[config.mk]
export PLATFORM = sky130hd
export DESIGN_NAME = sbot_div
export DESIGN_NICKNAME = d
export VERILOG_FILES = /design/src/sv/sbot_div.sv
export SDC_FILE = /design/constraint.sdc
export NUM_CORES = 1
export LEC_CHECK = 0
export BUFFER_PORTS_ARGS = -buffer_cell sky130_fd_sc_hd__buf_2
export CORE_MARGIN = 2
export CORE_UTILIZATION = 35
export CTS_CLUSTER_SIZE = 14
export DETAILED_ROUTE_END_ITERATION = 10
export GPL_TIMING_DRIVEN = 0
export SETUP_SLACK_MARGIN = 0.2
export SYNTH_ARGS = -nofsm -noshare
export SYNTH_HDL_FRONTEND = slang
export SYNTH_SLANG_ARGS = --single-unit
[constraint.sdc]
create_clock -name clk -period 8.6 [get_ports clk]
set_input_delay 0.43 -clock clk [delete_from_list [all_inputs] [get_ports clk]]
set_output_delay 0.43 -clock clk [all_outputs]
set_load 0.01 [all_outputs]
[src/sv/sbot_div.sv]
module sbot_div #(
  parameter int NW = 34,
  parameter int DW = 17
) (
  input  logic          clk,
  input  logic          rst,
  input  logic          start,
  input  logic [NW-1:0] num,
  input  logic [DW-1:0] den,
  output logic          done,
  output logic [NW-1:0] quo,
  output logic          rem_nz
);
  localparam int CW = $clog2(NW + 1);
  logic [CW-1:0] cnt;
  logic [DW:0] rem;
  logic [DW-1:0] dv;
  logic busy;
  logic [DW:0] trial;
  logic [DW:0] sub;

  // One restoring division step per cycle.
  assign trial = {rem[DW-1:0], quo[NW-1]};
  assign sub = trial - {1'b0, dv};

  always_ff @(posedge clk) begin
    done <= 1'b0;
    if (rst) begin
      busy <= 1'b0;
      cnt <= '0;
    end else if (start) begin
      busy <= 1'b1;
      cnt <= CW'(NW);
      quo <= num;
      dv <= den;
      rem <= '0;
    end else if (busy) begin
      if (!sub[DW]) begin
        rem <= sub;
        quo <= {quo[NW-2:0], 1'b1};
      end else begin
        rem <= trial;
        quo <= {quo[NW-2:0], 1'b0};
      end
      cnt <= cnt - 1'b1;
      if (cnt == CW'(1)) begin
        busy <= 1'b0;
        done <= 1'b1;
      end
    end
  end

  assign rem_nz = (rem != '0);
endmodule

==> reports/metrics.csv, run 1 <==
metric,value,unit
outcome,finished clean,
Max Slew Vio Count,0,
vias per cell,5.01,
Int Pwr,772,uW
number of global-route vias before repair,3027,
Core Box Area,11400,um^2
IO Port Bufs,87,
Syn Inst Count,331,
design area,5000,um^2
combinational power share,0.225,
sequential fraction of the synthesis area,0.550,
Root Buffer,clkbuf_16,
setup repair bufs after CTS,0,
sw power,300,uW
Tcrit/Tclk final,0.328,
GPL Wtd Cong,0.868,
DR WL/cell,15.3,um
CTS Buffer Depth,2,
Die ar.,12500,um^2
worst-margin pin slew,0.805,ns
Area contributors post-synth,"edfxtp_1 51%, mux2_2 9.4%, ha_1 5.9%, dfxtp_1 3.9%, mux2i_1 2.7%",
# H-tree levels,3,
CP max stage cell,a311oi_1,
CP Depth,10,
gr busiest metal,met2,
sequential share of power,0.433,
final hold viol count,0,
initial antenna violation count,0,
DRT antenna net count,0,
Num CTS Buffers,9,
CP startpoint kind,flip-flop,
hold path cells,1,
area share of the largest cell type after synthesis,0.510,
Pleak,0.00204,uW
CP startpoint,quo[33],
post-layout net count,505,
post_cts resized,0,
Hold WS,0.261,ns
Sw Share,0.280,
Worst Hold Class,in -> reg,
routed vias,2903,
R2R Path Start,quo[33],
TritonCTS Sinks,77,
Fin Clk Skew,0.00926,ns
first-pass GRT wire length,14300,um
CP Capture Type,flip-flop,
hold endpoint,dv[1],
Post-Route WL,8870,um
setup TNS,0,ns
Clock Latency Late Sink,0.34,ns
post-synthesis async set-or-reset flop share,0,
GR Layer Usage met2,0.240,
unrepaired setup endpoints after global routing,no,
CP top delay family,compound AO/OA/AOI/OAI gates,
CTS tree,done,
"Clk pin slew, worst setup/hold paths",0.06,ns
Synth-to-Final Area Change,23.2,%
fin crit period,2.82,ns
Post-synth EDFFs,69,
Synth Register Bits,77,
"Top FF cell, synth",edfxtp_1,
worst hold start,den[1],
Hold Buf Count CTS,0,
dpl cell area,4720,um^2
clock network power share,0.342,
R2R Path End,rem[16],
io pins,90,
Post-Syn Nets,405,
"Warnings, synthesis",0,
Total Power,1070,uW
die height,112,um
f_max,0.354,GHz
WP data required,8.79,ns
"critical path, cell by cell","inv_1, ha_1, inv_1, fa_1, a21oi_1, o21ai_0, a311oi_1, nor3b_1, nand4b_1, a21oi_1",
Crit Path Class,reg -> reg,
WP buf/inv,2,
Pre-Repair DR Iteration Count,4,
worst vdd ir,0.000121,V
Initial Utilization,0.357,
Worst EP arrival,3.01,ns
pwr dens,214,nW/um^2
Die Wd,112,um
R2R setup slack,5.78,ns
FF-to-FF path depth,10,
setup violators final,0,
met1 GRT Util,0.169,
"slowest stage delay, CP",0.52,ns
count of different cell masters after synthesis,48,
layout cell share with drive strength beyond 1,0.339,
dominant cell type by area after synthesis,edfxtp_1,
met3 Use GR,0.0724,
worst-path fanout max,5,
Max Cap Violations,0,
most frequent cells after synthesis,"69 x edfxtp_1, 34 x mux2_2, 29 x nor2_1",
Antenna Diode Count,0,
Mapped Area,4060,um^2
First DRT Iteration DRCs,103,
fin util,0.440,
largest net degree at the start of global routing,36,
Slew HR,0.457,
detailed-route DRC error count,0,
syn avg cell area,12.3,um^2
GRT Overall Usage,0.148,
site row count,39,
dpl hpwl,6610,um
top-count cell post-synth,edfxtp_1,
grt ovf,0,
routing by layer:
layer / vias to the layer above / share of wire
li1: 1420 / -
met1: 1364 / 0.41
met2: 106 / 0.48
met3: 13 / 0.091
met4: 0 / 0.014
met5: - / 0
metrics by stage:
| stage | std cells | setup WS (ns) |
|---|---|---|
| floorplan | 331 | 4.86 |
| finish | 579 | 5.78 |
| CTS | 579 | 5.79 |
| global placement | 561 | 3.48 |
| detailed placement | 563 | 5.83 |
| global route | 579 | 5.54 |
layout make-up:
| class | instances | area, um^2 |
|---|---|---|
| multi-input cells | 216 | 1680 |
| repair buffers | 89 | 467 |
| plain buffers | 13 | 66.3 |
| well taps | 143 | 179 |
| flip-flops and latches | 77 | 2230 |
| inverters | 25 | 93.8 |
| clock buffers | 12 | 258 |
| fillers | 1082 | 6370 |
| clock inverters | 4 | 30.0 |
placed cells by master, fill, tap and decap left out, types with 2 or more instances in the layout:
cell,count
nand2_1,12
buf_1,5
a21o_1,5
o21ai_0,5
nand2b_1,4
nor3_1,11
nor3b_1,2
a21oi_1,17
inv_1,25
xnor2_1,12
ha_1,19
nor4_1,5
clkbuf_16,10
nand3_1,5
nand4_1,4
mux2_2,34
buf_2,89
o21a_1,2
a211oi_1,6
dfxtp_1,8
buf_6,3
or4_1,2
nor2b_1,2
a21boi_0,2
nor2_1,28
edfxtp_1,69
mux2i_1,11
xor2_1,6
clkbuf_1,6
flip-flops by register name (all words and copies together), names as in the netlist:
signal / flops
busy: 1
dv: 17
rem: 18
done: 1
quo: 34
cnt: 6
worst max path at each step:
| stage | end |
|---|---|
| 2_1_floorplan | quo[0] |
| 3_3_place_gp | quo[20] |
| 3_5_place_dp | rem[16] |
| 4_1_cts | rem[16] |
| 5_1_grt | rem[16] |
| 6_report | rem[16] |
power groups by stage:
stage | logic [uW] | registers, uW | clock network (uW)
after detailed placement | 243 | 472 | 0
final | 241 | 464 | 367
after CTS | 243 | 465 | 379
after global routing | 270 | 468 | 394
after global placement | 235 | 473 | 0
after floorplan | 174 | 473 | 0
cell families after synthesis:
family	synth area share
AOI/OAI and AO/OA	0.0860
and+or+nand+nor	0.0971
xor gates and xnor gates	0.0428
adders and majority gates	0.0635
DFF	0.550
muxes	0.121
buffers and inverters	0.0394
(Power assumes the default switching activity.)
==> run 2: changes to the inputs <==
Clock period 8.6 ns to 2.9 ns, I/O delays scaled along.
==> reports/metrics.csv, run 2 (synthesized netlist as in run 1, its figures left out) <==
metric,value,unit
Tcrit/Tclk final,0.888,
Num CTS Buffers,9,
site row count,39,
Hold WS,0.101,ns
final non-filler cell total,602,
Initial Utilization,0.357,
worst-margin pin slew,0.669,ns
Core Box Area,11400,um^2
area of the multi-input gates,1770,um^2
Top reg by flops,quo,
Pleak,0.00215,uW
setup TNS,0,ns
CTS tree,done,
GPL Wtd Cong,0.868,
"Clk pin slew, worst setup/hold paths",0.06,ns
outcome,finished clean,
"commonest cells after routing, fill and taps aside","88 x buf_2, 69 x edfxtp_1, 34 x mux2_2",
unrepaired setup endpoints after global routing,no,
"commonest non-fill, non-tap cell in the layout",buf_2,
CP Depth,10,
Root Buffer,clkbuf_16,
grt ovf,0,
Slew HR,0.553,
GRT Overall Usage,0.150,
Max Cap Violations,0,
worst vdd ir,0.000437,V
number of global-route vias before repair,3083,
top flop regs,"quo x34, rem x18, dv x17",
R2R Path End,rem[10],
pwr dens,623,nW/um^2
placed cells,563,
vias per cell,4.94,
Synth-to-Final Area Change,31.1,%
CP startpoint kind,flip-flop,
Crit Path Class,reg -> reg,
post-layout net count,528,
Worst EP arrival,2.64,ns
setup violators final,0,
hold endpoint,quo[13],
initial antenna violation count,0,
largest net degree at the start of global routing,36,
fillers,1057,
Antenna Diode Count,0,
fin crit period,2.57,ns
hold path cells,2,
worst-path fanout max,8,
Post-Route WL,8990,um
R2R Path Start,rem[11],
Clock Latency Late Sink,0.34,ns
FF-to-FF path depth,10,
dpl hpwl,6350,um
layout cell share with drive strength beyond 1,0.362,
Pre-Repair DR Iteration Count,5,
R2R setup slack,0.33,ns
TritonCTS Sinks,77,
worst hold start,num[13],
FF/Latch Area,2230,um^2
WP buf/inv,2,
DRT antenna net count,0,
routed vias,2974,
DR WL/cell,14.9,um
CP max stage cell,edfxtp_1,
Place WS,0.0449,ns
max reg flops,34,
CP top delay family,compound AO/OA/AOI/OAI gates,
WP data required,2.96,ns
first-pass GRT wire length,14800,um
Max Slew Vio Count,0,
Worst Hold Class,in -> reg,
die height,112,um
CP Capture Type,flip-flop,
CTS Buffer Depth,2,
f_max,0.388,GHz
# H-tree levels,3,
First DRT Iteration DRCs,88,
worst setup margin,0.326,ns
"slowest stage delay, CP",0.43,ns
"critical path, cell by cell","ha_1, buf_4, a21o_1, o21ba_2, o221ai_2, a21oi_4, xnor2_4, buf_6, mux2i_2, nor2_1",
IO Port Bufs,87,
Total Power,3310,uW
Die Wd,112,um
detailed-route DRC error count,0,
io pins,90,
final hold viol count,0,
Fin Clk Skew,0.00883,ns
Die ar.,12500,um^2
## run 2: cell types whose count changed in the layout (fill, tap and decap cells not counted), sizes merged
cell | before | now
dlygate4sd3 | 0 | 17
buf | 98 | 104
clkinv | 2 | 4
bufinv | 0 | 1
clkbuf | 16 | 15
clkinvlp | 1 | 0
inv | 26 | 25
## run 2: area by class of cell
type	instances	share of cell area
sequential	77	0.419
multi-input combinational	216	0.333
timing repair buffer	112	0.129
clock buffer	11	0.0437
tap	143	0.0336
inverter	25	0.0176
buffer	13	0.0129
clock inverter	5	0.0115
## run 2: worst max path at each step
stage / from / to / slack (ns)
2_1_floorplan: start / quo[0] / 0.32
3_5_place_dp: quo[33] / rem[16] / 0.04
6_report: rem[11] / rem[10] / 0.33
3_3_place_gp: start / quo[27] / -0.60
5_1_grt: rem[12] / rem[10] / 0.18
4_1_cts: quo[33] / rem[16] / 0.21
## run 2: metal layers
layer | track usage | up-vias | part of all wire
li1 | - | 1471 | -
met1 | 0.189 | 1381 | 0.46
met2 | 0.229 | 101 | 0.45
met3 | 0.0561 | 21 | 0.068
met4 | 0.0716 | 0 | 0.023
met5 | 0 | - | 0
## run 2: per-stage QoR
stage / util / instance area, um^2
2_1_floorplan: - / 4060
5_1_grt: 0.468 / 5320
3_5_place_dp: 0.415 / 4720
4_1_cts: 0.459 / 5220
6_report: 0.468 / 5320
3_3_place_gp: 0.411 / 4680
## run 2: repair_timing
action                     4_1_cts  5_1_grt
hold endpoints to repair        17        0
hold buffers                    17        0
pin swaps                        1        5
gates resized for setup          6       15
setup buffers                    1        4
setup endpoints to repair        9       11
cloned                           1        0
## run 2: power breakdown
| group | internal, uW | switching [uW] |
|---|---|---|
| sequential | 1330 | 53.3 |
| combinational | 393 | 421 |
| clock | 670 | 452 |
| total | 2390 | 926 |
## run 2: worst reg2reg max path, cell delays in order, from the launching register on
cell      delay [ns]
edfxtp_1        0.43
ha_1            0.29
buf_4           0.16
a21o_1          0.19
o21ba_2         0.25
o221ai_2        0.11
a21oi_4         0.20
xnor2_4         0.18
buf_6           0.19
mux2i_2         0.23
nor2_1          0.08
==> run 3: changes to the inputs <==
Settings changed: CORE_UTILIZATION 35 to 45, PLACE_DENSITY set to 0.68.
==> reports/metrics.csv, run 3 (synthesized netlist as in run 1, its figures left out) <==
metric,value,unit
outcome,finished clean,
Core Box Area,8720,um^2
DRT antenna net count,0,
# H-tree levels,3,
Num CTS Buffers,9,
dpl cell area,4670,um^2
CTS Buffer Depth,2,
"commonest non-fill, non-tap cell in the layout",buf_2,
WP buf/inv,1,
routed vias,2944,
"slowest stage delay, CP",0.41,ns
f_max,0.386,GHz
worst-margin pin slew,0.717,ns
Fin Clk Skew,0.00922,ns
io pins,90,
setup violators final,0,
Antenna Diode Count,0,
detailed-route DRC error count,0,
IO Port Bufs,87,
Pleak,0.00212,uW
Initial Utilization,0.466,
initial antenna violation count,0,
worst-path fanout max,6,
post-layout net count,531,
Clock Latency Late Sink,0.35,ns
CP top delay family,compound AO/OA/AOI/OAI gates,
largest net degree at the start of global routing,33,
CP Capture Type,flip-flop,
die height,99.0,um
pwr dens,583,nW/um^2
TritonCTS Sinks,77,
WP data required,2.98,ns
first-pass GRT wire length,14500,um
CP startpoint kind,flip-flop,
dpl hpwl,6190,um
Synth-to-Final Area Change,27.2,%
Crit Path Class,reg -> reg,
max reg flops,34,
fin crit period,2.59,ns
placed cells,528,
Root Buffer,clkbuf_8,
final hold viol count,0,
GRT Overall Usage,0.187,
Pre-Repair DR Iteration Count,4,
number of global-route vias before repair,3123,
grt ovf,0,
unrepaired setup endpoints after global routing,no,
Worst Hold Class,in -> reg,
worst vdd ir,0.000273,V
First DRT Iteration DRCs,89,
Worst EP arrival,2.67,ns
Top reg by flops,quo,
site row count,34,
Slew HR,0.521,
CTS tree,done,
"Clk pin slew, worst setup/hold paths",0.09,ns
Post-Route WL,8740,um
design area,5160,um^2
vias per cell,5.16,
DR WL/cell,15.3,um
GPL Wtd Cong,0.859,
Die Wd,99.0,um
Die ar.,9800,um^2
CP max stage cell,edfxtp_1,
final non-filler cell total,570,
top flop regs,"quo x34, rem x18, dv x17",
fin util,0.592,
"commonest cells after routing, fill and taps aside","89 x buf_2, 69 x edfxtp_1, 34 x mux2_2",
Tcrit/Tclk final,0.893,
Max Cap Violations,0,
setup TNS,0,ns
"critical path, cell by cell","ha_2, a211o_1, nor4_1, a21oi_2, a21oi_4, xnor2_4, buf_6, mux2i_1, nor2_1",
fillers,731,
Max Slew Vio Count,0,
layout cell share with drive strength beyond 1,0.357,
## run 3: stage by stage
| stage | hold slack (ns) | total power (uW) | setup slack, ns |
|---|---|---|---|
| finish | 0.0854 | 3010 | 0.312 |
| global route | 0.0816 | 3170 | 0.195 |
| CTS | 0.0786 | 2980 | 0.213 |
| detailed placement | 0.323 | 2110 | 0.116 |
| global placement | 0.323 | 2090 | -0.557 |
| floorplan | 0.244 | 1920 | 0.319 |
## run 3: area by class of cell
| class | instances | area [um^2] | share of cell area |
|---|---|---|---|
| Buffer | 13 | 66.3 | 0.0128 |
| Clock buffer | 11 | 141 | 0.0274 |
| Clock inverter | 5 | 60.1 | 0.0116 |
| Inverter | 25 | 93.8 | 0.0182 |
| Multi-Input combinational cell | 216 | 1730 | 0.335 |
| Sequential cell | 77 | 2230 | 0.432 |
| Tap cell | 108 | 135 | 0.0262 |
| Timing Repair Buffer | 115 | 708 | 0.137 |
## run 3: worst paths after layout
| kind | to | startpoint | cells after the start | slack, ns |
|---|---|---|---|---|
| setup / recovery | rem[4] | rem[7] | 9 | 0.31 |
| hold / removal | quo[10] | num[10] | 2 | 0.09 |
| setup reg to reg | rem[4] | rem[7] | 9 | 0.31 |
| hold reg to reg | quo[23] | quo[22] | 1 | 0.58 |
## run 3: worst register-to-register path: cells and delay by family (launching register included)
family | cells | cell delay [ns]
muxes | 1 | 0.19
adders and majority gates | 1 | 0.35
AOI/OAI and AO/OA | 3 | 0.67
and+or+nand+nor | 2 | 0.32
buffers and inverters | 1 | 0.18
DFF | 1 | 0.41
xor gates and xnor gates | 1 | 0.19
## run 3: repair_timing
item	4_1_cts	5_1_grt
hold endpoints to repair	17	0
gates resized for setup	6	7
hold buffers	17	0
setup endpoints to repair	10	14
cloned	1	0
buffers inserted	1	7
pin swaps	1	3
## run 3: layer usage
layer,track usage,share of wire,up-vias
met3,0.0546,0.069,12
li1,-,-,1471
met2,0.307,0.47,89
met5,0,0,-
met4,0.0685,0.012,0
met1,0.235,0.44,1372
## run 3: power breakdown
group | internal, uW | total [uW] | switching [uW] | leakage (uW)
logic | 388 | 801 | 413 | 0.00130
clock network | 423 | 833 | 410 | 0.0000995
registers | 1320 | 1380 | 52.2 | 0.000725
total | 2130 | 3010 | 875 | 0.00212
